--- src/sv/aarm_pkg.sv ---
`timescale 1ns / 1ps
package aarm_pkg;

    // Normalized axis magnitudes lie below 2^30; the largest is at least 2^29 unless the axis is zero
    localparam int MAG_BITS     = 30;
    localparam int SQ_PROD_BITS = 2 * MAG_BITS;
    localparam int SQ_BITS      = SQ_PROD_BITS + 2;
    localparam int ROOT_BITS    = 31;
    localparam int SQRT_STEPS   = 31;

    localparam int ANGLE_BITS   = 32;
    localparam int OUT_BITS     = 32;
    localparam int N_ENTRIES    = 9;

    // CORDIC datapath: x/y carry 32 fraction bits plus growth, z holds the half angle
    localparam int CORDIC_STEPS = 31;
    localparam int CX_BITS      = 35;
    localparam int CZ_BITS      = 34;
    localparam int ATAN_BITS    = 31;
    localparam logic [CX_BITS-1:0] CORDIC_GAIN = 35'd2608131496;

    typedef struct packed {
        logic [2:0] neg;    // sign of each axis component
        logic       zero;   // axis has zero length
    } aarm_flags_t;

    typedef struct packed {
        logic signed [CX_BITS-1:0] x;
        logic signed [CX_BITS-1:0] y;
        logic signed [CZ_BITS-1:0] z;
    } aarm_cordic_t;

    // atan(2^-i) with 2^33 = one full turn
    function automatic logic [ATAN_BITS-1:0] atan_step(input int i);
        case (i)
            0:  return 31'd1073741824;
            1:  return 31'd633866812;
            2:  return 31'd334917814;
            3:  return 31'd170009512;
            4:  return 31'd85334662;
            5:  return 31'd42708930;
            6:  return 31'd21359676;
            7:  return 31'd10680490;
            8:  return 31'd5340326;
            9:  return 31'd2670174;
            10: return 31'd1335088;
            11: return 31'd667544;
            12: return 31'd333772;
            13: return 31'd166886;
            14: return 31'd83443;
            15: return 31'd41722;
            16: return 31'd20861;
            17: return 31'd10430;
            18: return 31'd5215;
            19: return 31'd2608;
            20: return 31'd1304;
            21: return 31'd652;
            22: return 31'd326;
            23: return 31'd163;
            24: return 31'd81;
            25: return 31'd41;
            26: return 31'd20;
            27: return 31'd10;
            28: return 31'd5;
            29: return 31'd3;
            30: return 31'd1;
            default: return '0;
        endcase
    endfunction

endpackage

--- src/sv/aarm_norm_cell.sv ---
`timescale 1ns / 1ps
module aarm_norm_cell
    import aarm_pkg::*;
#(
    parameter int NW = 78,
    parameter int SH = 1
)
(
    input  logic                 clk,
    input  logic                 en,
    input  logic [2:0][NW-1:0]   mag_in,
    input  aarm_flags_t          flags_in,
    output logic [2:0][NW-1:0]   mag_out,
    output aarm_flags_t          flags_out
);

    logic [2:0][NW-1:0] mag_reg;
    aarm_flags_t        flags_reg;
    logic [NW-1:0]      any_bits;
    logic               top_clear;

    // msb of the OR equals msb of the largest component
    assign any_bits  = mag_in[0] | mag_in[1] | mag_in[2];
    assign top_clear = (any_bits[NW-1 -: SH] == '0);

    always_ff @(posedge clk)
    begin
        if (en)
        begin
            for (int i = 0; i < 3; i++)
            begin
                mag_reg[i] <= top_clear ? (mag_in[i] << SH) : mag_in[i];
            end
            flags_reg <= flags_in;
        end
    end

    assign mag_out   = mag_reg;
    assign flags_out = flags_reg;

endmodule

--- config.mk ---
export PLATFORM = sky130hd
export DESIGN_NAME = aarm_norm_cell
export DESIGN_NICKNAME = d
export VERILOG_FILES = /design/src/sv/aarm_pkg.sv /design/src/sv/aarm_norm_cell.sv
export SDC_FILE = /design/constraint.sdc
export NUM_CORES = 1
export LEC_CHECK = 0
export BUFFER_PORTS_ARGS = -buffer_cell sky130_fd_sc_hd__buf_2
export CAP_MARGIN = 30
export CORE_AREA = 2 2 186 188
export CTS_BUF_LIST = sky130_fd_sc_hd__clkbuf_8
export DETAILED_ROUTE_END_ITERATION = 6
export DIE_AREA = 0 0 188 190
export PLACE_DENSITY = 0.57
export SYNTH_ARGS = -nofsm -noshare
export SYNTH_HDL_FRONTEND = slang
export SYNTH_SLANG_ARGS = --single-unit
--- constraint.sdc ---
create_clock -name clk -period 2.2 [get_ports clk]
set_clock_uncertainty 0.05 [all_clocks]
set_input_delay 0.44 -clock clk [delete_from_list [all_inputs] [get_ports clk]]
set_output_delay 0.44 -clock clk [all_outputs]
set_load 0.005 [all_outputs]
Yosys cells after proc, flatten, opt, wreduce, memory -nomap -nowiden

Index checks and enable logic that the tools add are counted.

Flip-flop bits (word level): 238
Logic and storage cells: 13

Muxes and demuxes: 3
Bitwise operators: 2

Operators with widths:

| operator        | count |
|---|---|
| $mux W78        | 3 |
| $or A78 B78 Y78 | 2 |

Longest topological paths before layout

Depth in word-level cells: 3
Depth in mapped cells: 4

Worst setup path before layout

Ideal clock, no wire load.

Path type: in2reg
Start: input port mag_in[233] in the netlist's numbering
End: register mag_reg (netlist bit mag_out[10]) (data pin)
Arrival time: 1.420 ns
Path slack: 0.470 ns
Stages on the path: 4
Path buffers: 2
Cells stage by stage: nor3_2 -> buf_2 -> buf_4 -> mux2_2

Word-level cells in the longest chain between the ends: 2

Ends and longest elaborated chain:

| what                            | line                 | text |
|---|---|---|
| from (decl)                     | aarm_norm_cell.sv:11 | `input logic [2:0][NW-1:0] mag_in,` |
| $or A78 B78 Y78                 | aarm_norm_cell.sv:23 | `assign any_bits = mag_in[0] \| mag_in[1] \| mag_in[2];` |
| $mux W78                        | aarm_norm_cell.sv:32 | `mag_reg[i] <= top_clear ? (mag_in[i] << SH) : mag_in[i];` |
| to (signal, indexed assignment) | aarm_norm_cell.sv:32 |  |
| to (decl)                       | aarm_norm_cell.sv:17 | `logic [2:0][NW-1:0] mag_reg;` |

Every way passes these cells.
A chain may end at the register's enable or synchronous reset.

Final worst setup path

Start: register mag_reg (netlist bit mag_out[77])
End: output port mag_out[77] in the netlist's numbering

RTL lines:

| what      | line                 | text |
|---|---|---|
| to (decl) | aarm_norm_cell.sv:13 | `output logic [2:0][NW-1:0] mag_out,` |

No word-level cell between the ends.

==> results.py <==
metrics = {
    "route": {
        "wl_per_cell_um": 18.59,
        "postRouteWirelength_mm": 28.00,
        "drt_iter0_drc": 234,
        "vias": 6586,
        "vias_per_cell": 4.373,
        "first_pass_iters": 4,
        "drc": 0,
        "final_antenna_net_count": 0,
    },
    "floorplanning": {
        "start_util": 0.2932,
        "die_x_um": 188,
        "io_pins": 478,
        "core-area_mm2": 0.03395,
        "rows": 68,
        "die_area_mm2": 0.03572,
        "fp.dieH_um": 190,
    },
    "cts": {
        "clock_tree.root_cell": "clkbuf_8",
        "clockBufferDepth": 3,
        "postCtsSetupRepairBufs": 0,
        "clk_pin_slew_worst_paths_ns": 0.06,
        "cts_max_level": 2,
        "cts_sinks": 238,
        "cts_inserted_buffers": 42,
        "cts_tree": "yes",
    },
    "grt": {
        "grt_overflow": 0,
        "grt_antenna_before_repair": 3,
        "grt_pass1_vias": 7005,
        "grt_pass1_wl_mm": 40.86,
        "grt_util_all_layers": 0.1503,
        "grt_max_degree": 65,
    },
    "setup_path": {
        "cp.arrival_ns": 1.25,
        "cpLargestDelayFamily": "flip-flops",
        "slowest_stage": "edfxtp_1",
        "crit_path_start": "mag_out[77]",
        "critPathLaunchType": "flip-flop",
        "required_ns": 1.71,
        "worstSetupEndpointType": "primary output",
        "max_stage_delay_ns": 0.52,
        "path_buf_inv": 1,
        "path_max_fanout": 1,
        "crit_type": "flip-flop to primary output",
        "crit_chain": "buf_2",
    },
    "min_path": {
        "hold_depth": 2,
        "hold_path_end": "mag_out[78]",
        "min_path_type": "input pin to flip-flop",
        "hp-start": "mag_in[78]",
    },
    "timing": {
        "relSlewSlack": 0.7517,
        "drv_slew": 0,
        "min_period_over_period": 0.7905,
        "hold_viol_final": 0,
        "fin_setup_tns_ns": 0,
        "setup_viol": 0,
        "worst_pin_slew_ns": 0.3725,
        "fmax_mhz": 575.0,
        "period_needed_ns": 1.739,
        "rsz0062_at_grt": "no",
    },
    "synthesis": {
        "synth_area_mm2": 0.009952,
        "yosysWarnings": 0,
        "ys_seq_area_frac": 0.7181,
        "synth_cell_type_count": 10,
        "synth.avg_cell_area_um2": 19.86,
        "synth_nets": 741,
        "syn_inst": 501,
        "ys_ff_latch": 238,
    },
    "placed_design": {
        "gp_congestion": 0.8362,
        "portBuffers": 477,
        "hpwlAfterDp_mm": 21.74,
    },
    "finish": {
        "drive_gt1_frac": 0.7448,
        "fin_nets": 1268,
        "final_cell_mix": "476 x buf_2, 238 x edfxtp_1, 228 x mux2_2, 45 x clkbuf_8",
        "final_common_cell": "buf_2",
        "syn2layout_area_growth_pct": 39.16,
    },
    "flow_run": {
        "max_cap_violations": 0,
    },
    "power": {
        "powerDensity_mw_per_mm2": 754.4,
        "total_power_mw": 10.45,
        "p_leak_nw": 5.692,
        "ir_worst_vdd_mv": 0.4283,
    },
    "run_status": {
        "outcome": "finished clean",
    },
}
-- flip-flops by register name, indices dropped and copies added (netlist names) --
signal and flops:
mag_out 234, flags_out 4
-- metal layers --
layer | track usage | share of wire | vias to the layer above
met1 | 0.1653 | 0.37 | 3156
met3 | 0.06014 | 0.094 | 51
met5 | 0 | 0.00096 | -
met4 | 0.05270 | 0.024 | 4
met2 | 0.2631 | 0.51 | 320
li1 | - | - | 3055
-- cells by family after synthesis --
logic type,share of synthesized area
buffers and inverters,0.01735
AND/OR/NAND/NOR,0.005030
multiplexers,0.2580
flip-flops,0.7181
AO/OA/AOI/OAI,0.001508
-- cell type report --
class,instances,area (um^2)
clock inverters,21,82.58
multi-input cells,238,2639
repair buffers,508,2790
clock buffers,45,619.3
diodes,1,2.502
fillers,3249,20100
flip-flops and latches,238,7147
well taps,455,569.3
-- worst max path at each step --
| stage | cells after the start | end |
|---|---|---|
| 6_report | 1 | mag_out[77] |
| 5_1_grt | 1 | mag_out[77] |
| 4_1_cts | 1 | mag_out[77] |
| 3_5_place_dp | 5 | mag_out[120] |
| 3_3_place_gp | 5 | mag_out[97] |
| 2_1_floorplan | 4 | mag_out[10] |
-- through the flow --
stage / util / worst slack [ns] / area, um^2 / hold WS (ns) / cells
detailed placement: 0.3860 / 0.1367 / 13110 / 0.5681 / 1435
global placement: 0.3860 / 0.1735 / 13110 / 0.5693 / 1435
global route: 0.4080 / 0.4289 / 13850 / 0.1172 / 1506
CTS: 0.4079 / 0.4452 / 13850 / 0.09961 / 1505
floorplan: - / 0.4701 / 9952 / 0.4889 / 501
finish: 0.4080 / 0.4609 / 13850 / 0.1526 / 1506
-- power by group --
part           total [mW]  internal (mW)  switching, mW
Sequential           5.57           5.46          0.102
Clock                3.55           1.85           1.70
Combinational        1.33          0.717          0.616
Total                10.4           8.03           2.42
-- timing repair --
item                                    CTS  global route
hold buffers                              4             0
endpoints found under the setup margin    0             0
resized for setup                         0             0
endpoints found under the hold margin     4             0
-- Yosys cell counts --
| cell type | n | share of area |
|---|---|---|
| nor3b_1 | 1 | 0.00075 |
| a21o_1 | 2 | 0.0015 |
| nor3_2 | 1 | 0.0010 |
| nor2b_1 | 3 | 0.0019 |
| edfxtp_1 | 238 | 0.72 |
| buf_2 | 6 | 0.0030 |
| or2_2 | 1 | 0.00063 |
| buf_4 | 19 | 0.014 |
| nor2_1 | 2 | 0.00075 |
| mux2_2 | 228 | 0.26 |
(Power assumes the default switching activity.)
