--- src/sv/aarm_pkg.sv ---
`timescale 1ns / 1ps
package aarm_pkg;

    // Normalized axis magnitudes lie below 2^30; the largest is at least 2^29 unless the axis is zero
    localparam int MAG_BITS     = 30;
    localparam int SQ_PROD_BITS = 2 * MAG_BITS;
    localparam int SQ_BITS      = SQ_PROD_BITS + 2;
    localparam int ROOT_BITS    = 31;
    localparam int SQRT_STEPS   = 31;

    localparam int ANGLE_BITS   = 32;
    localparam int OUT_BITS     = 32;
    localparam int N_ENTRIES    = 9;

    // CORDIC datapath: x/y carry 32 fraction bits plus growth, z holds the half angle
    localparam int CORDIC_STEPS = 31;
    localparam int CX_BITS      = 35;
    localparam int CZ_BITS      = 34;
    localparam int ATAN_BITS    = 31;
    localparam logic [CX_BITS-1:0] CORDIC_GAIN = 35'd2608131496;

    typedef struct packed {
        logic [2:0] neg;    // sign of each axis component
        logic       zero;   // axis has zero length
    } aarm_flags_t;

    typedef struct packed {
        logic signed [CX_BITS-1:0] x;
        logic signed [CX_BITS-1:0] y;
        logic signed [CZ_BITS-1:0] z;
    } aarm_cordic_t;

    // atan(2^-i) with 2^33 = one full turn
    function automatic logic [ATAN_BITS-1:0] atan_step(input int i);
        case (i)
            0:  return 31'd1073741824;
            1:  return 31'd633866812;
            2:  return 31'd334917814;
            3:  return 31'd170009512;
            4:  return 31'd85334662;
            5:  return 31'd42708930;
            6:  return 31'd21359676;
            7:  return 31'd10680490;
            8:  return 31'd5340326;
            9:  return 31'd2670174;
            10: return 31'd1335088;
            11: return 31'd667544;
            12: return 31'd333772;
            13: return 31'd166886;
            14: return 31'd83443;
            15: return 31'd41722;
            16: return 31'd20861;
            17: return 31'd10430;
            18: return 31'd5215;
            19: return 31'd2608;
            20: return 31'd1304;
            21: return 31'd652;
            22: return 31'd326;
            23: return 31'd163;
            24: return 31'd81;
            25: return 31'd41;
            26: return 31'd20;
            27: return 31'd10;
            28: return 31'd5;
            29: return 31'd3;
            30: return 31'd1;
            default: return '0;
        endcase
    endfunction

endpackage

--- src/sv/aarm_cordic_cell.sv ---
`timescale 1ns / 1ps
module aarm_cordic_cell
    import aarm_pkg::*;
#(
    parameter int I = 0
)
(
    input  logic          clk,
    input  logic          en,
    input  aarm_cordic_t  rot_in,
    output aarm_cordic_t  rot_out
);

    localparam logic signed [CZ_BITS-1:0] ANG =
        $signed({{(CZ_BITS-ATAN_BITS){1'b0}}, atan_step(I)});

    aarm_cordic_t              rot_reg;
    logic signed [CX_BITS-1:0] dx;
    logic signed [CX_BITS-1:0] dy;

    assign dx = rot_in.y >>> I;
    assign dy = rot_in.x >>> I;

    always_ff @(posedge clk)
    begin
        if (en)
        begin
            if (!rot_in.z[CZ_BITS-1])
            begin
                rot_reg.x <= rot_in.x - dx;
                rot_reg.y <= rot_in.y + dy;
                rot_reg.z <= rot_in.z - ANG;
            end
            else
            begin
                rot_reg.x <= rot_in.x + dx;
                rot_reg.y <= rot_in.y - dy;
                rot_reg.z <= rot_in.z + ANG;
            end
        end
    end

    assign rot_out = rot_reg;

endmodule

--- config.mk ---
export PLATFORM = sky130hd
export DESIGN_NAME = aarm_cordic_cell
export DESIGN_NICKNAME = d
export VERILOG_FILES = /design/src/sv/aarm_pkg.sv /design/src/sv/aarm_cordic_cell.sv
export SDC_FILE = /design/constraint.sdc
export NUM_CORES = 1
export LEC_CHECK = 0
export BUFFER_PORTS_ARGS = -buffer_cell sky130_fd_sc_hd__buf_2
export CELL_PAD_IN_SITES_DETAIL_PLACEMENT = 1
export CELL_PAD_IN_SITES_GLOBAL_PLACEMENT = 1
export CORE_UTILIZATION = 38
export DETAILED_ROUTE_END_ITERATION = 16
export HOLD_SLACK_MARGIN = 0.15
export PLACE_DENSITY = 0.81
export SLEW_MARGIN = 40
export SYNTH_ARGS = -nofsm -noshare
export SYNTH_HDL_FRONTEND = slang
export SYNTH_SLANG_ARGS = --single-unit
export TNS_END_PERCENT = 5
--- constraint.sdc ---
create_clock -name clk -period 3.52 [get_ports clk]
set_clock_uncertainty 0.05 [all_clocks]
set_input_delay 1.056 -clock clk [delete_from_list [all_inputs] [get_ports clk]]
set_output_delay 1.056 -clock clk [all_outputs]
set_load 0.05 [all_outputs]
Word level (Yosys, flattened, before mapping)
Index checks and enable logic that the tools add are counted.
Widths: inputs -> output; s select.
{ "totals": {"in_bits": 106, "reg_bits": 104, "elab_cells": 9} }
{ "classes": {"n_addsub": 5, "muxes": 1} }
{ "op_table": {"columns": ["op", "n"], "rows": [
  ["$mux 104", 1],
  ["$sub 35x35->35", 2],
  ["$add 35x35->35", 1],
  ["$add 34x32->34 const B", 1],
  ["$sub 34x32->34 const B", 1]
]} }

Longest topological paths before layout
{ "depth": {"word_depth": 2, "ltp_mapped": 12, "depth_no_buf": 11} }

Least setup slack after synthesis
Ideal clock, no wire load.
{ "synth_timing": {"kind": "input to register", "from": "in rot_in[34] (netlist bit)", "to": "reg rot_reg, in the netlist rot_out[68], data pin", "t_arrival_ps": 3162, "setup_ps": 264, "slack_ps": 44, "t_required_ps": 3206, "path_buffers": 0, "stages": 11, "cell_sequence": "inv_1 ha_1 fa_1 nor2b_1 o2111ai_1 and3_1 nor4b_1 o21ai_0 o21ai_0 o221ai_1 xnor2_1"} }
{ "synth_via": {"elab_chain_len": 2, "elab_cells_between_ends": 3} }
{ "synth_rtl": {"columns": ["element", "line", "source"], "rows": [
  ["start: declaration", "aarm_cordic_cell.sv:10", "input aarm_cordic_t rot_in,"],
  ["$add 35x35->35 or $sub 35x35->35 (tied branches)", "aarm_cordic_cell.sv:31, aarm_cordic_cell.sv:37", null],
  ["$mux 104 *", "aarm_cordic_cell.sv:28", "if (!rot_in.z[CZ_BITS-1])"],
  ["end: declaration", "aarm_cordic_cell.sv:17", "aarm_cordic_t rot_reg;"]
]} }
Every way passes the cells marked *; elsewhere a longest branch is shown, timed or not.
A chain may end at the register's enable or synchronous reset.

Worst setup path in the final report
{ "layout_timing": {"from": "in rot_in[38] (netlist bit)", "to": "reg rot_reg, in the netlist rot_out[103], data pin"} }
{ "layout_via": {"elab_chain_len": 2, "elab_cells_between_ends": 3} }
{ "layout_rtl": {"columns": ["element", "line"], "rows": [
  ["$sub 35x35->35 or $add 35x35->35 (tied branches)", "aarm_cordic_cell.sv:30, aarm_cordic_cell.sv:36"],
  ["$mux 104 *", "aarm_cordic_cell.sv:28"]
]} }
Marks and branches as above.

==> results by group <==
GRT
  • Initial antenna violation count: 0
  • First-pass GRT wire length: around 60000 um
  • GRT overflow: 0
  • Largest net degree at the start of global routing: a little under 90
  • GRT Overall Usage: 0.292
  • Vias in the first global route: approximately 11000

Synthesis
  • Yosys cell types: 77
  • Number of synthesized flops with an enable pin: 103
  • Synth top area share: 0.324
  • Number of synthesized register bits: between 100 and 150
  • Post-synthesis sequential area ratio: 0.324
  • Compound-Gate Fraction of Synth Area: 0.262
  • Syn Area/Cell: between 8 and 9 um2
  • Asr flop ratio synth: 0
  • Synth Cell Area: about 9500 um2
  • Area leader, netlist: edfxtp_1
  • Post-Synthesis Cells: between 1000 and 1500
  • Synth Area in XOR/XNOR: 0.0596
  • Ys flop type: edfxtp_1
  • Ranking of synthesized cells by area: edfxtp_1 (32%), ha_1 (14%), a21oi_1 (6.1%), xnor2_1 (5.4%), o21ai_0 (4.3%)
  • Simple-Gate Fraction of Synth Area: 0.134
  • Largest family of logic cells by synthesized area: compound AO/OA/AOI/OAI gates
  • Multiplexer share of the synthesized area: 0.0106
  • Synth Area in Adders: 0.145
  • Synth warn: 0
  • Net Count, Synth: between 1000 and 1500

Setup path
  • CP Launch Point: rot_in[38]
  • Required @ worst endpoint: around 3.6 ns
  • Crit-path max FO: 4
  • Startpoint types: input port
  • CP most frequent cell: buf_4
  • Slowest CP cell: a2111oi_4
  • Cell Chain, Critical Path: buf_2 > inv_1 > ha_1 > buf_4 > inv_2 > a21oi_1 > a2111oi_4 > o211ai_2 > a211oi_2 > buf_4 > o2111ai_1 > o211a_1 > xor2_1
  • Crit. End Element: flop
  • Setup Crit Path Kind: input port to flop
  • CP max stage delay: 0.48 ns
  • Worst Path Arrival: ~3.6 ns

Timing
  • Worst-margin pin slew: 0.792 ns
  • Min Hold Slack: approximately 0.8 ns
  • Final Cycle Share: 0.993
  • Finish-stage setup viols: 0
  • Slew Limit Fails: 0
  • F_max: between 200 and 300 MHz
  • Final-report hold violation count: 0
  • Tmin final: roughly 3.5 ns
  • RSZ-0062 raised after global routing: yes
  • Worst relative slew slack: 0.467
  • Setup slack after layout: 0.0247 ns
  • Setup TNS: 0 ns

Clock network
  • CTS Root Cell: clkbuf_16
  • Hold_buf cts: 0
  • H-tree Lvls: 3
  • CTS Buf Count: 9
  • Clock Sinks: roughly 100
  • Clock Path Buffers: 2
  • Reg clk slew, reported paths: roughly 0.08 ns
  • CTS tree: built

Routing
  • DRC errors left: 0
  • Routed vias/inst: roughly 5.6
  • 1st-pass router iterations: 5
  • Final WL: slightly below 40000 um
  • DRT iter0 DRCs: a little over 800
  • Vias: ~10000
  • Antenna viol nets, final: 0
  • DR WL/cell: between 20 and 25 um

Min path
  • Hold Path Class: input port to flop
  • Min-delay src: rot_in[18]

Cells and area
  • Area growth from synthesis to layout: 39.3%
  • # fillers: 2964
  • Most common cell after layout, fill and taps aside: buf_4
  • Inserted Diodes: 0
  • Fin util: 0.543
  • Final net count: between 1500 and 2000
  • Most frequent cells in the layout: buf_4 (248), buf_2 (208), a21oi_1 (115)
  • Max reg flops: between 100 and 150
  • Share of layout cells above drive strength 1: 0.361

Place
  • Dpl hpwl: roughly 31000 um
  • PortBufs: 209
  • Post-Place Worst Slack: -0.597 ns
  • RD Place Congestion: ~0.94

Floorplanning
  • Die Ht: 160 um
  • Starting Density: 0.390
  • Row Count: between 50 and 60
  • Die width: between 150 and 200 um
  • Ports: 210
  • Die area: approximately 26000 um2
  • CORE AREA: ~24000 um2

Power
  • P_leak: 6.10 nW
  • PD cells: between 400 and 500 nW/um2
  • Maximum vdd drop: ~0.00025 V

Outcome
  • Outcome: complete, no violations

Run
  • Max-cap violation count: 0
==> layout make-up <==
class	instances	area (um2)	share of cell area
Tap cell	324	405	0.0305
Clock inverter	7	97.6	0.00734
Clock buffer	9	225	0.0169
Multi-Input combinational cell	822	6100	0.459
Sequential cell	103	3090	0.233
Timing Repair Buffer	459	2960	0.223
Inverter	109	409	0.0308
==> where the power goes <==
| part | total, mW | leakage, nW | internal (mW) | switching (mW) |
|---|---|---|---|---|
| clock network | 1.15 | 0.159 | 0.579 | 0.566 |
| registers | 1.63 | 1.01 | 1.58 | 0.0495 |
| logic | 2.57 | 4.94 | 0.876 | 1.70 |
| total | 5.35 | 6.10 | 3.03 | 2.31 |
==> cells by family after synthesis <==
kind of cell	count (synthesis)
and+or+nand+nor	260
AOI/OAI and AO/OA	379
xor gates and xnor gates	65
adders and majority gates	108
DFF	103
buffers and inverters	161
muxes	10
==> cells in the mapped netlist, drive strengths merged (6+ instances only) <==
| library cell | number |
|---|---|
| o21a | 13 |
| inv | 106 |
| and3 | 6 |
| edfxtp | 103 |
| nand2 | 61 |
| xnor2 | 59 |
| nor3 | 20 |
| a221oi | 6 |
| a21o | 27 |
| clkbuf | 29 |
| o21ai | 85 |
| o31ai | 19 |
| nand4 | 13 |
| a211oi | 18 |
| xor2 | 6 |
| buf | 23 |
| nor4 | 9 |
| o211ai | 15 |
| mux2i | 9 |
| o21bai | 14 |
| a21oi | 118 |
| nand3 | 25 |
| ha | 104 |
| nor2b | 16 |
| a31oi | 19 |
| nand2b | 8 |
| nor2 | 78 |
| o2111ai | 6 |
==> stage by stage <==
stage / power [mW] / cells / instance area, um2
2_1_floorplan: 3.17 / 1086 / 9540
3_3_place_gp: 4.04 / 1816 / 12700
3_5_place_dp: 4.12 / 1816 / 12700
4_1_cts: 5.29 / 1832 / 13100
5_1_grt: 5.54 / 1833 / 13300
6_report: 5.35 / 1833 / 13300
==> layer usage <==
layer / up-vias / part of all wire / track usage
met5: - / 0 / 0
met4: 0 / 0.032 / 0.122
li1: 4767 / - / -
met3: 82 / 0.053 / 0.0331
met2: 415 / 0.49 / 0.507
met1: 5087 / 0.42 / 0.366
==> worst max-delay path: cells and delay by family <==
kind / cells / cell delay [ns]
AO/OA/AOI/OAI: 6 / 1.42
buffers and inverters: 5 / 0.58
adder cells (fa/ha/maj): 1 / 0.34
XOR/XNOR: 1 / 0.15
==> repair_timing <==
action | in CTS | in global routing
gates resized for setup | 19 | 41
setup buffers | 0 | 1
pin swaps | 5 | 8
endpoints found under the setup margin | 25 | 37
==> path summary, 6_finish.rpt <==
check / slack (ns) / cells after the start / to
worst max-delay path: 0.02 / 13 / rot_out[103]
worst min-delay path: 0.81 / 1 / rot_out[18]
Power figures use the tool's default switching activity.
