<file path="src/sv/aarm_pkg.sv">
`timescale 1ns / 1ps
package aarm_pkg;

    // Normalized axis magnitudes lie below 2^30; the largest is at least 2^29 unless the axis is zero
    localparam int MAG_BITS     = 30;
    localparam int SQ_PROD_BITS = 2 * MAG_BITS;
    localparam int SQ_BITS      = SQ_PROD_BITS + 2;
    localparam int ROOT_BITS    = 31;
    localparam int SQRT_STEPS   = 31;

    localparam int ANGLE_BITS   = 32;
    localparam int OUT_BITS     = 32;
    localparam int N_ENTRIES    = 9;

    // CORDIC datapath: x/y carry 32 fraction bits plus growth, z holds the half angle
    localparam int CORDIC_STEPS = 31;
    localparam int CX_BITS      = 35;
    localparam int CZ_BITS      = 34;
    localparam int ATAN_BITS    = 31;
    localparam logic [CX_BITS-1:0] CORDIC_GAIN = 35'd2608131496;

    typedef struct packed {
        logic [2:0] neg;    // sign of each axis component
        logic       zero;   // axis has zero length
    } aarm_flags_t;

    typedef struct packed {
        logic signed [CX_BITS-1:0] x;
        logic signed [CX_BITS-1:0] y;
        logic signed [CZ_BITS-1:0] z;
    } aarm_cordic_t;

    // atan(2^-i) with 2^33 = one full turn
    function automatic logic [ATAN_BITS-1:0] atan_step(input int i);
        case (i)
            0:  return 31'd1073741824;
            1:  return 31'd633866812;
            2:  return 31'd334917814;
            3:  return 31'd170009512;
            4:  return 31'd85334662;
            5:  return 31'd42708930;
            6:  return 31'd21359676;
            7:  return 31'd10680490;
            8:  return 31'd5340326;
            9:  return 31'd2670174;
            10: return 31'd1335088;
            11: return 31'd667544;
            12: return 31'd333772;
            13: return 31'd166886;
            14: return 31'd83443;
            15: return 31'd41722;
            16: return 31'd20861;
            17: return 31'd10430;
            18: return 31'd5215;
            19: return 31'd2608;
            20: return 31'd1304;
            21: return 31'd652;
            22: return 31'd326;
            23: return 31'd163;
            24: return 31'd81;
            25: return 31'd41;
            26: return 31'd20;
            27: return 31'd10;
            28: return 31'd5;
            29: return 31'd3;
            30: return 31'd1;
            default: return '0;
        endcase
    endfunction

endpackage

</file>
<file path="src/sv/aarm_sqrt_cell.sv">
`timescale 1ns / 1ps
module aarm_sqrt_cell
    import aarm_pkg::*;
#(
    parameter int K = 0
)
(
    input  logic                       clk,
    input  logic                       en,
    input  logic [SQ_BITS-1:0]         rem_in,
    input  logic [SQ_BITS-1:0]         root_in,
    input  logic [2:0][MAG_BITS-1:0]   mag_in,
    input  aarm_flags_t                flags_in,
    output logic [SQ_BITS-1:0]         rem_out,
    output logic [SQ_BITS-1:0]         root_out,
    output logic [2:0][MAG_BITS-1:0]   mag_out,
    output aarm_flags_t                flags_out
);

    localparam logic [SQ_BITS-1:0] BIT = SQ_BITS'(1) << (2 * K);

    logic [SQ_BITS-1:0]       rem_reg;
    logic [SQ_BITS-1:0]       root_reg;
    logic [2:0][MAG_BITS-1:0] mag_reg;
    aarm_flags_t              flags_reg;
    logic [SQ_BITS:0]         trial;
    logic                     take;

    assign trial = {1'b0, root_in} + {1'b0, BIT};
    assign take  = ({1'b0, rem_in} >= trial);

    always_ff @(posedge clk)
    begin
        if (en)
        begin
            if (take)
            begin
                rem_reg  <= rem_in - trial[SQ_BITS-1:0];
                root_reg <= (root_in >> 1) + BIT;
            end
            else
            begin
                rem_reg  <= rem_in;
                root_reg <= root_in >> 1;
            end
            mag_reg   <= mag_in;
            flags_reg <= flags_in;
        end
    end

    assign rem_out   = rem_reg;
    assign root_out  = root_reg;
    assign mag_out   = mag_reg;
    assign flags_out = flags_reg;

endmodule

</file>
<file path="config.mk">
export PLATFORM = sky130hd
export DESIGN_NAME = aarm_sqrt_cell
export DESIGN_NICKNAME = d
export VERILOG_FILES = /design/src/sv/aarm_pkg.sv /design/src/sv/aarm_sqrt_cell.sv
export SDC_FILE = /design/constraint.sdc
export NUM_CORES = 1
export LEC_CHECK = 0
export ABC_AREA = 1
export BUFFER_PORTS_ARGS = -buffer_cell sky130_fd_sc_hd__buf_2
export CAP_MARGIN = 20
export CELL_PAD_IN_SITES_DETAIL_PLACEMENT = 0
export CELL_PAD_IN_SITES_GLOBAL_PLACEMENT = 1
export CORE_ASPECT_RATIO = 2
export CORE_MARGIN = 3
export CORE_UTILIZATION = 41
export CTS_CLUSTER_SIZE = 25
export DETAILED_ROUTE_END_ITERATION = 12
export MAX_ROUTING_LAYER = met4
export PLACE_DENSITY = 0.89
export REMOVE_ABC_BUFFERS = 1
export SLEW_MARGIN = 15
export SYNTH_ARGS = -nofsm -noshare
export SYNTH_HDL_FRONTEND = slang
export SYNTH_SLANG_ARGS = --single-unit
export TNS_END_PERCENT = 100
</file>
<file path="constraint.sdc">
create_clock -name clk -period 6.6 [get_ports clk]
set_input_delay 0.33 -clock clk [delete_from_list [all_inputs] [get_ports clk]]
set_output_delay 0.33 -clock clk [all_outputs]
set_load 0.03 [all_outputs]
</file>
# Yosys cells after proc, flatten, opt, wreduce, memory -nomap -nowiden
# Index checks and enable logic that the tools add are counted.
# classes
n_addsub	3
multipliers	0
div_mod_pow	0
order_cmp	1
n_eq_ne	0
shifts	0
mux	2
n_bitwise	0
reduce_logical	0
# op_table
cell	count
$add A62 B1 Y63 const B	1
$ge A62 B63 Y1	1
$add A61 B1 Y62 const B	1
$mux W62	1
$sub A62 B62 Y62	1
$mux W61	1
# word_totals
register_bits	218
latch_bits	0
ramBits	0
mem_bits_ro	0
inputBits	220
wordCells	14
n_memories	0

# Longest topological paths before layout
# Gate-level depths: netlist (run 1).
# logic_depth
ltp_word	3
depth_mapped	27

# Worst setup path before layout (run 1)
# No wires, ideal clock.
# synth_timing
path_kind	input-to-reg
startpoint	input port root_in[1]
endpoint	register rem_reg[1], in the netlist rem_out[1], data pin
setup_time_ns	0.253
arrival_ns	3.331
setup_slack_ns	3.016
cell_stages	22
n_path_buf	2
path_cell_list	ha_1 -> nand2_1 -> inv_1 -> nand2_1 -> nor2_1 -> nand2_1 -> nor2_1 -> xor2_1 -> mux2i_1 -> ha_1 -> nand2_1 -> inv_1 -> a21oi_1 -> o21bai_1 -> a21oi_1 -> nand3_1 -> nand2_4 -> nand3_4 -> buf_4 -> buf_4 -> nand2_1 -> nand2_1
# synth_via
elab_chain_cells	3
elab_cells_between_ends	4
cone_classes	add/sub (2); order compare (1); mux (1)
# synth_lines
element	line	text
start, declared	aarm_sqrt_cell.sv:11	input logic [SQ_BITS-1:0] root_in,
$add A62 B1 Y63 (*)	aarm_sqrt_cell.sv:29	assign trial = {1'b0, root_in} + {1'b0, BIT};
$sub A62 B62 Y62 / $ge A62 B63 Y1 (equally long branches)	aarm_sqrt_cell.sv:38, aarm_sqrt_cell.sv:30	
$mux W62 (*)	aarm_sqrt_cell.sv:36	if (take)
end signal, assigned	aarm_sqrt_cell.sv:38	rem_reg <= rem_in - trial[SQ_BITS-1:0];
end signal, assigned	aarm_sqrt_cell.sv:43	rem_reg <= rem_in;
end, declared	aarm_sqrt_cell.sv:22	logic [SQ_BITS-1:0] rem_reg;
# Mark *: on every way between the ends. The rest lies on a longest branch, timed or not.
# A chain may end at the register's enable or synchronous reset.

# Worst setup path in the final report (run 1)
# layout_timing
startpoint	input port root_in[0]
endpoint	register rem_reg[53], in the netlist rem_out[53], data pin
# Same word-level chain as after synthesis.

==> summary.txt, run 1 <==
Die
  – Die area: 43600 sq um
  – Horiz. Die Dim: 149 microns
  – IO Pins: 438
  – Site row count: 104
  – Die height: 292 microns
  – Initial Util: 41.7%
  – Core Box Area: 40300 sq um

Detailed routing
  – Via count: 17.9k
  – DRT Pass-1 Iters: 6
  – Initial DRC Count: 1067
  – Drt total wl: 81700 microns
  – Antenna-violating nets left: 0
  – Vias per inst: 5.23
  – DR DRC count: 0
  – Drt wl/cell: 23.9 microns

Clock tree
  – CTS Hold Buffers Added: 84
  – CTS H-tree depth: 1
  – CTS Buffer Depth: 3
  – CTS clk-pin slew, worst paths: 70 ps
  – PostCTS Resize Cnt: 0
  – Post-CTS setup buffers: 0
  – Clock sinks: 218
  – Total CTS buffers: 21
  – CTS tree: built
  – Clock root buffer: clkbuf_16

Status
  – Outcome: finished, final reports clean

Power
  – Sw frac: 37.8%
  – Comb power frac: 34.5%
  – Static leakage: 10.9 nW
  – Cell-internal power: 2.93 mW
  – Sw Pwr: 1.78 mW
  – Pwr/cell area: 223 nW/um^2
  – Maximum vdd drop: 209 uV
  – Flop pwr share: 37.8%
  – Clk network pwr share: 27.7%

Logic synthesis
  – Seq/Total Area, Yosys: 39.0%
  – Post-synth top cells: nand2_1 (914), inv_1 (375), edfxtp_1 (218)
  – Mapped Area: 16800 sq um
  – Yosys top cell by area: edfxtp_1
  – Post-Syn Instances: 2369
  – Flops & latches, synth: 218
  – Synth cell types: 37
  – Fraction of registers with async set/reset: 0%
  – Largest cells by area after synthesis: edfxtp_1 (39%), nand2_1 (20%), inv_1 (8.4%), nand4_1 (5.4%), xor2_1 (5.3%)
  – Post-synth top area share: 39.0%
  – Cell with the most instances after synthesis: nand2_1
  – Post-Syn Area per Cell: 7.09 sq um
  – Ys flop type: edfxtp_1
  – Post-synth EDFFs: 218
  – Synth warnings: 0

Global routing
  – Vias in the first global route: 18.3k
  – First-pass GRT wire length: 116000 microns
  – Largest net degree at the start of global routing: 153
  – Total GRT Usage: 37.2%
  – Initial antenna violation count: 6
  – Grt ovf: 0

Min path
  – Hold WC Path Type: primary input to register
  – Worst Hold Path Cells: 1

STA
  – RSZ-0062 raised after global routing: no
  – Highest Clock Rate: 184 MHz
  – Period utilization: 82.2%
  – Endpoints failing hold: 0
  – Crit path time final: 5420 ps
  – Max Slew Vio Count: 0
  – Relative slew margins: 33.9%
  – TNS Setup: 0 ps
  – Setup violations, final: 0
  – Slew @ Worst Pin: 983 ps

Worst setup path
  – CP max-delay cell: buf_4
  – CP Launch Type: primary input
  – Max stage delay on crit path: 800 ps
  – Arrival @ worst endpoint: 5810 ps
  – Critical path endpoint category: register
  – Critical path class: primary input to register
  – Crit Path Max Fanout: 82
  – Critical path cell sequence: buf_2 > ha_1 > nand3_2 > nor2_4 > nand2_4 > nor2_8 > nand3_1 > nor3_1 > xor2_1 > ha_1 > nand2_1 > inv_1 > a21oi_1 > nand2_1 > a21oi_1 > nand3_1 > nand2_4 > buf_4 > buf_4 > nand4_1 > nand2_1
  – Most frequent CP cell: nand2_1
  – Critical Path RT: 6990 ps

Cells and area
  – Share of layout cells above drive strength 1: 17.6%
  – Final core occ: 52.3%
  – Syn-to-layout area delta: 25.6%
  – Nets@finish: 3152

Placement
  – Dpl hpwl: 66200 microns
  – RD Place Congestion: 1.00
  – I/O Buffers: 437

Job
  – Max-Cap Viols: 0
per-layer routing:
layer	track usage (%)	vias up	share of wire [%]
li1	-	8552	-
met1	33.9	8268	32
met2	68.6	782	53
met3	3.33	251	5.2
met4	29.8	0	10
met5	-	-	0
placed cells by master, fill, tap and decap left out, types with 2 or more instances in the layout:
master / instances
o21ai_0: 15
nand3_1: 76
clkbuf_16: 21
diode_2: 7
buf_2: 436
a21oi_1: 66
nor2_4: 2
mux2i_1: 12
nor3_1: 36
dlygate4sd3_1: 86
clkinv_4: 2
inv_1: 375
nand4_1: 146
xnor2_1: 34
nand2_1: 914
bufinv_16: 4
nor3b_1: 2
ha_1: 64
buf_4: 15
edfxtp_1: 218
nand2_4: 3
nand3b_1: 8
inv_2: 4
or2_2: 3
o21bai_1: 8
nor4_1: 3
xor2_1: 101
buf_12: 3
nor2_1: 200
nand2_2: 3
registers in the layout, summed over array words and instances, names as in the netlist:
name,flops
flags_out,4
rem_out,62
root_out,62
mag_out,90
final cells by class:
cell class,count,area (sq um)
fill,4059,19200
inverter,379,1420
antenna,7,17.5
clock inverter,10,169
sequential,218,6550
timing repair buffer,541,3230
tap,530,663
multi-input combinational,1706,8540
clock buffer,22,529
metrics by stage:
| stage | power (mW) | area [sq um] | cells | worst slack [ps] | hold slack [ps] |
|---|---|---|---|---|---|
| after global routing | 4.90 | 21100 | 3412 | 959 | 1.16 |
| after detailed placement | 3.37 | 19500 | 3288 | 781 | 508 |
| after floorplan | 2.73 | 16500 | 2303 | 1350 | 429 |
| final | 4.70 | 21100 | 3413 | 1180 | 7.46 |
| after CTS | 4.70 | 21100 | 3404 | 1310 | 0.436 |
| after global placement | 3.35 | 19500 | 3288 | 845 | 506 |
cell families (layout without fill, tap and decap cells):
group                      Yosys count  in the layout  synth area share, %
and+or+nand+nor                   1403           1403                 35.2
buffers and inverters              445            952                 10.3
DFF                                218            218                 39.0
xor gates and xnor gates           135            135                 7.04
AOI/OAI and AO/OA                   91             91                 2.84
adders and majority gates           65             65                 4.88
muxes                               12             12                0.715
other                                0              7                    0
power groups by stage:
stage          Sequential (mW)  Combinational, mW  Clock (mW)
2_1_floorplan             2.11              0.628           0
3_3_place_gp              1.80               1.55           0
3_5_place_dp              1.80               1.56           0
4_1_cts                   1.77               1.61        1.31
5_1_grt                   1.79               1.75        1.37
6_report                  1.78               1.62        1.30
worst paths after layout:
path | start | to | slack, ps
min | mag_in[66] | mag_out[66] | 7
max | root_in[0] | rem_out[53] | 1180
critical path: cells and delay by family:
family | cells | cell delay [ps]
adders and majority gates | 2 | 620
buffers and inverters | 4 | 1470
xor gates and xnor gates | 1 | 380
AOI/OAI and AO/OA | 2 | 750
and+or+nand+nor | 12 | 2130
No activity file was read; power rests on OpenSTA's default activity.
==> run 2, diff against run 1 <==
Settings changed: CORE_UTILIZATION 41 to 35, PLACE_DENSITY 0.89 to 0.81.
Clock period 6.6 ns to 4.45 ns, I/O delays scaled along.
==> summary.txt, run 2 (synthesis gave the netlist of run 1 again) <==
STA
  – Crit path time final: 4210 ps
  – RSZ-0062 raised after global routing: no
  – Slew @ Worst Pin: 937 ps (-46.4 ps)
  – Relative slew margins: 37.5% (+3.6 points)
  – WHS: 29.1 ps (+21.6 ps)
  – Max Slew Vio Count: 0 (unchanged)
  – Endpoints failing hold: 0 (unchanged)
  – Period utilization: 94.6%
  – Setup violations, final: 0 (unchanged)
  – Highest Clock Rate: 238 MHz
  – TNS Setup: 0 ps (unchanged)

Clock tree
  – CTS H-tree depth: 1 (unchanged)
  – CTS tree: built
  – Clock sinks: 218 (unchanged)
  – Post-CTS setup buffers: 0 (unchanged)
  – Total CTS buffers: 21 (unchanged)
  – CTS Buffer Depth: 3 (unchanged)
  – Clock root buffer: clkbuf_16
  – CTS clk-pin slew, worst paths: 70 ps (about the same)

Cells and area
  – Design Area, Final: 24300 sq um (+15%)
  – Nets@finish: 3531 (+12%)
  – Commonest non-fill, non-tap cell in the layout: nand2_1
  – Max reg flops: 90 (unchanged)
  – Fill count: 4847 (+19%)
  – Most frequent cells in the layout: nand2_1 (914), buf_2 (436), inv_1 (375), buf_4 (375), edfxtp_1 (218)
  – Syn-to-layout area delta: 44.4%
  – Share of layout cells above drive strength 1: 27.0% (+9.4 points)

Power
  – Static leakage: 12.8 nW (+17%)
  – Maximum vdd drop: 327 uV (+57%)
  – Flop pwr share: 35.8% (-2.0 points)
  – Sw frac: 37.3% (-0.46 points)
  – Cell-internal power: 4.61 mW (+58%)
  – Sw Pwr: 2.75 mW (+55%)
  – Clk network pwr share: 27.1% (-0.6 points)
  – Pwr/cell area: 303 nW/um^2 (+36%)
  – Comb power frac: 37.0% (+2.5 points)
  – Final Total Pwr: 7.36 mW (+56%)

Placement
  – Dpl hpwl: 72600 microns (+9.8%)
  – Area after DPL: 22600 sq um (+16%)
  – I/O Buffers: 437 (unchanged)
  – RD Place Congestion: 0.998 (-0.57%)

Min path
  – Hold WC Path Type: primary input to register
  – Worst Hold Path Cells: 3 (+2)

Detailed routing
  – DR DRC count: 0 (unchanged)
  – Drt wl/cell: 22.3 microns (-6.9%)
  – Vias per inst: 4.94 (-5.6%)
  – Initial DRC Count: 1238 (+16%)
  – DRT Pass-1 Iters: 5 (-1)
  – Via count: 19.2k (+7.7%)
  – Antenna-violating nets left: 0 (unchanged)
  – Drt total wl: 86800 microns (+6.3%)

Global routing
  – Vias in the first global route: 19.6k (+7.1%)
  – Largest net degree at the start of global routing: 101 (-34%)
  – First-pass GRT wire length: 123000 microns (+6.3%)
  – Total GRT Usage: 34.1% (-3.1 points)
  – Initial antenna violation count: 4 (-2)
  – Grt ovf: 0 (unchanged)

Die
  – IO Pins: 438 (unchanged)
  – Die height: 316 microns (+8.1%)
  – Core Box Area: 47500 sq um (+18%)
  – Die area: 50800 sq um (+17%)
  – Horiz. Die Dim: 161 microns (+7.9%)
  – Site row count: 113 (+8.7%)
  – Initial Util: 35.4% (-6.3 points)

Job
  – Max-Cap Viols: 0 (unchanged)

Worst setup path
  – Critical path class: primary input to register
  – Critical Path RT: 4740 ps (-2250 ps)
  – Arrival @ worst endpoint: 4500 ps (-1310 ps)
  – Critical path endpoint category: register
  – CP Launch Type: primary input
  – Crit Path Max Fanout: 80 (-2.4%)

Status
  – Outcome: finished, final reports clean
## run 2: repair_timing
action                     in CTS  in global routing
hold endpoints to repair       94                  0
hold buffers                   94                  0
gates resized for setup         0                  1
setup endpoints to repair       0                122
## run 2: per-layer routing
layer	track usage [%]	wire [microns]	vias up
li1	-	-	9333
met1	30.8	27800	8914
met2	65.3	47200	769
met3	3.54	4030	219
met4	24.2	7760	0
met5	-	0	-
## run 2: per-stage QoR
| step | cells | utilization (%) | worst slack (ps) |
|---|---|---|---|
| 6_report | 3895 | 51.1 | 242 |
| 5_1_grt | 3895 | 51.1 | 7.99 |
| 4_1_cts | 3892 | 51.1 | 78.2 |
| 3_5_place_dp | 3761 | 47.5 | -488 |
| 3_3_place_gp | 3761 | 47.5 | -493 |
| 2_1_floorplan | 2303 | - | -694 |
## run 2: final timing paths
check,startpoint,endpoint,slack [ps]
max,root_in[21],root_out[6],240
min,rem_in[61],rem_out[61],30
## run 2: final cells by class
type,instances,area (sq um),share of cell area (%)
clock inverters,12,185,0.763
clock buffers,25,541,2.23
flip-flops and latches,218,6550,27.0
repair buffers,920,6230,25.7
well taps,632,791,3.26
diodes,3,7.51,0.0309
inverters,379,1420,5.86
multi-input cells,1706,8540,35.2
## run 2: power groups by stage
| stage | logic, mW | registers, mW | clock network [mW] |
|---|---|---|---|
| 4_1_cts | 2.72 | 2.64 | 2.04 |
| 2_1_floorplan | 0.932 | 3.12 | 0 |
| 6_report | 2.72 | 2.64 | 2.00 |
| 3_3_place_gp | 2.63 | 2.68 | 0 |
| 3_5_place_dp | 2.64 | 2.68 | 0 |
| 5_1_grt | 2.93 | 2.65 | 2.12 |
## run 2: worst max-delay path: stages
cell and delay (ps):
buf_2 210, nand2_1 80, nor2_1 270, nand2_1 170, nor2_1 130, nand3_1 210
buf_4 230, nor2_1 350, xor2_1 240, mux2i_1 120, ha_1 310, nand2_1 90
nor2_1 370, nand2_1 90, nor2_1 170, nand2_1 90, o21ai_1 190, nand2_1 70
nand2_1 100, nand2_4 70, buf_4 160, buf_12 200, nand4_1 170, nand2_1 70
==> run 3, diff against run 2 <==
Settings changed: ABC_AREA 1 to unset, PLACE_DENSITY 0.81 to 0.79.
==> summary.txt, run 3 <==
Detailed routing
  – Antenna-violating nets left: 0 (unchanged)
  – Drt wl/cell: 22.0 microns (-1.2%)
  – DR DRC count: 0 (unchanged)
  – Drt total wl: 58600 microns (-33%)
  – Via count: 13.7k (-29%)
  – Initial DRC Count: 775 (-37%)
  – DRT Pass-1 Iters: 5 (unchanged)
  – Vias per inst: 5.14 (+4.1%)

Logic synthesis
  – Post-synth top cells: edfxtp_1 (218), nand2_1 (180), xor2_1 (96)
  – Synth cell types: 68 (+84%)
  – Mapped Area: 13400 sq um (-20%)
  – Post-Syn Area per Cell: 10.1 sq um (+43%)
  – Yosys top cell by area: edfxtp_1
  – Post-Syn Instances: 1327 (-44%)
  – Fraction of registers with async set/reset: 0% (unchanged)
  – Seq/Total Area, Yosys: 48.7% (+9.8 points)
  – Largest cells by area after synthesis: edfxtp_1 (49%), xor2_1 (6.3%), ha_1 (6.0%), xnor2_1 (5.2%), nand2_1 (5.0%)
  – Flops & latches, synth: 218 (unchanged)
  – Ys flop type: edfxtp_1
  – Cell with the most instances after synthesis: edfxtp_1
  – Post-synth EDFFs: 218 (unchanged)
  – Synth warnings: 0 (unchanged)
  – Post-synth top area share: 48.7% (+9.8 points)

Global routing
  – Grt ovf: 0 (unchanged)
  – Largest net degree at the start of global routing: 95 (-5.9%)
  – Initial antenna violation count: 2 (-2)
  – Total GRT Usage: 28.1% (-6.0 points)
  – First-pass GRT wire length: 84200 microns (-32%)
  – Vias in the first global route: 14.4k (-26%)

Placement
  – Dpl hpwl: 47700 microns (-34%)
  – Dpl ws: -644 ps (-156 ps)
  – I/O Buffers: 437 (unchanged)
  – RD Place Congestion: 0.974 (-2.4%)

STA
  – Relative slew margins: 46.1% (+8.6 points)
  – Crit path time final: 4320 ps (+110 ps)
  – Max Slew Vio Count: 0 (unchanged)
  – Endpoints failing hold: 0 (unchanged)
  – Highest Clock Rate: 232 MHz (-2.5%)
  – Period utilization: 97.0% (+2.5 points)
  – Slew @ Worst Pin: 808 ps (-129 ps)
  – Setup violations, final: 0 (unchanged)
  – Worst Setup Slack, final: 132 ps (-110 ps)
  – WHS: 15.3 ps (-13.8 ps)

Worst setup path
  – Critical path endpoint category: register
  – CP Launch Type: primary input
  – CP max-delay cell: or3_1
  – Crit Path Max Fanout: 4 (-95%)
  – Critical path class: primary input to register
  – Crit path buf inv count: 8 (+4)
  – Max stage delay on crit path: 350 ps (-20 ps)
  – Critical Path RT: 4720 ps (-20 ps)
  – Most frequent CP cell: buf_4
  – Arrival @ worst endpoint: 4590 ps (+90 ps)
  – Crit path max-delay family: simple AND/OR/NAND/NOR gates

Die
  – Site row count: 100 (-12%)
  – IO Pins: 438 (unchanged)
  – Die height: 283 microns (-10%)
  – Horiz. Die Dim: 145 microns (-10%)
  – Die area: 40900 sq um (-20%)
  – Core Box Area: 37500 sq um (-21%)
  – Initial Util: 35.8% (+0.41 points)

Cells and area
  – Share of layout cells above drive strength 1: 39.5% (+12 points)
  – Commonest non-fill, non-tap cell in the layout: buf_2
  – Most frequent cells in the layout: buf_2 (436), buf_4 (338), edfxtp_1 (218)
  – Max reg flops: 90 (unchanged)
  – Syn-to-layout area delta: 53.7%
  – Nets@finish: 2469 (-30%)

Clock tree
  – CTS H-tree depth: 1 (unchanged)
  – Total CTS buffers: 22 (+4.8%)
  – CTS tree: built
  – Clock root buffer: clkbuf_16
  – CTS Buffer Depth: 3 (unchanged)
  – Clock sinks: 218 (unchanged)
  – CTS clk-pin slew, worst paths: 70 ps (about the same)

Power
  – Pwr/cell area: 324 nW/um^2 (+6.8%)
  – Sw frac: 33.5% (-3.8 points)
  – Clk network pwr share: 29.3% (+2.2 points)
  – Sw Pwr: 2.24 mW (-18%)
  – Flop pwr share: 38.6% (+2.8 points)
  – Cell-internal power: 4.45 mW (-3.6%)
  – Maximum vdd drop: 275 uV (-16%)
  – Comb power frac: 32.1% (-4.9 points)
  – Static leakage: 9.08 nW (-29%)

Job
  – Max-Cap Viols: 0 (unchanged)

Status
  – Outcome: finished, final reports clean

Min path
  – Hold WC Path Type: primary input to register
-- run 3: final timing paths --
| check | startpoint | cells after the start | to |
|---|---|---|---|
| setup / recovery | root_in[1] | 26 | rem_out[47] |
| hold / removal | rem_in[36] | 3 | rem_out[36] |
-- run 3: cell families (layout without fill, tap and decap cells) --
logic type                 Yosys count  in the layout  share of synthesized area, %
muxes                                4              4                         0.317
other                                0              1                             0
and+or+nand+nor                    492            492                          17.6
adders and majority gates           65             65                          6.11
buffers and inverters               88            961                          2.96
DFF                                218            218                          48.7
xor gates and xnor gates           176            176                          11.5
AOI/OAI and AO/OA                  284            284                          12.8
-- run 3: power groups by stage --
stage / Combinational (mW) / Clock [mW] / Sequential [mW]
detailed placement: 2.05 / 0 / 2.62
CTS: 2.14 / 2.00 / 2.58
global route: 2.29 / 2.06 / 2.60
global placement: 2.04 / 0 / 2.62
finish: 2.15 / 1.96 / 2.58
floorplan: 0.646 / 0 / 3.02
-- run 3: routing by layer --
metal | routed length, microns | global-route usage [%] | share of wire, %
met4 | 4010 | 15.5 | 6.8
met3 | 2980 | 2.97 | 5.1
met2 | 32500 | 53.9 | 56
met5 | 0 | - | 0
met1 | 19000 | 26.1 | 33
-- run 3: final cells by class --
class	instances	area (sq um)
Timing Repair Buffer	895	6000
Fill cell	3397	16900
Multi-Input combinational cell	1021	6690
Tap cell	459	574
Clock buffer	25	562
Inverter	26	97.6
Sequential cell	218	6550
Antenna cell	1	2.50
Clock inverter	15	184
-- run 3: timing repair --
action | 4_1_cts | 5_1_grt
gates resized for setup | 4 | 39
setup endpoints to repair | 24 | 124
hold endpoints to repair | 113 | 0
buffers inserted | 0 | 3
pin swaps | 1 | 10
hold buffers | 113 | 0
-- run 3: tightest hold or removal path, cell delays in order --
cell and delay, ps:
buf_2 100, nand2_1 40, o21ai_1 60
-- run 3: stage by stage --
step | util, % | area, sq um | power, mW | std cells | setup TNS, ps
floorplan | - | 13100 | 3.67 | 1265 | -165470
global placement | 49.4 | 18500 | 4.66 | 2503 | -51050
detailed placement | 49.4 | 18500 | 4.67 | 2503 | -59420
CTS | 54.4 | 20400 | 6.72 | 2656 | 0
global route | 55.0 | 20600 | 6.95 | 2660 | -1090
finish | 55.0 | 20600 | 6.69 | 2660 | 0
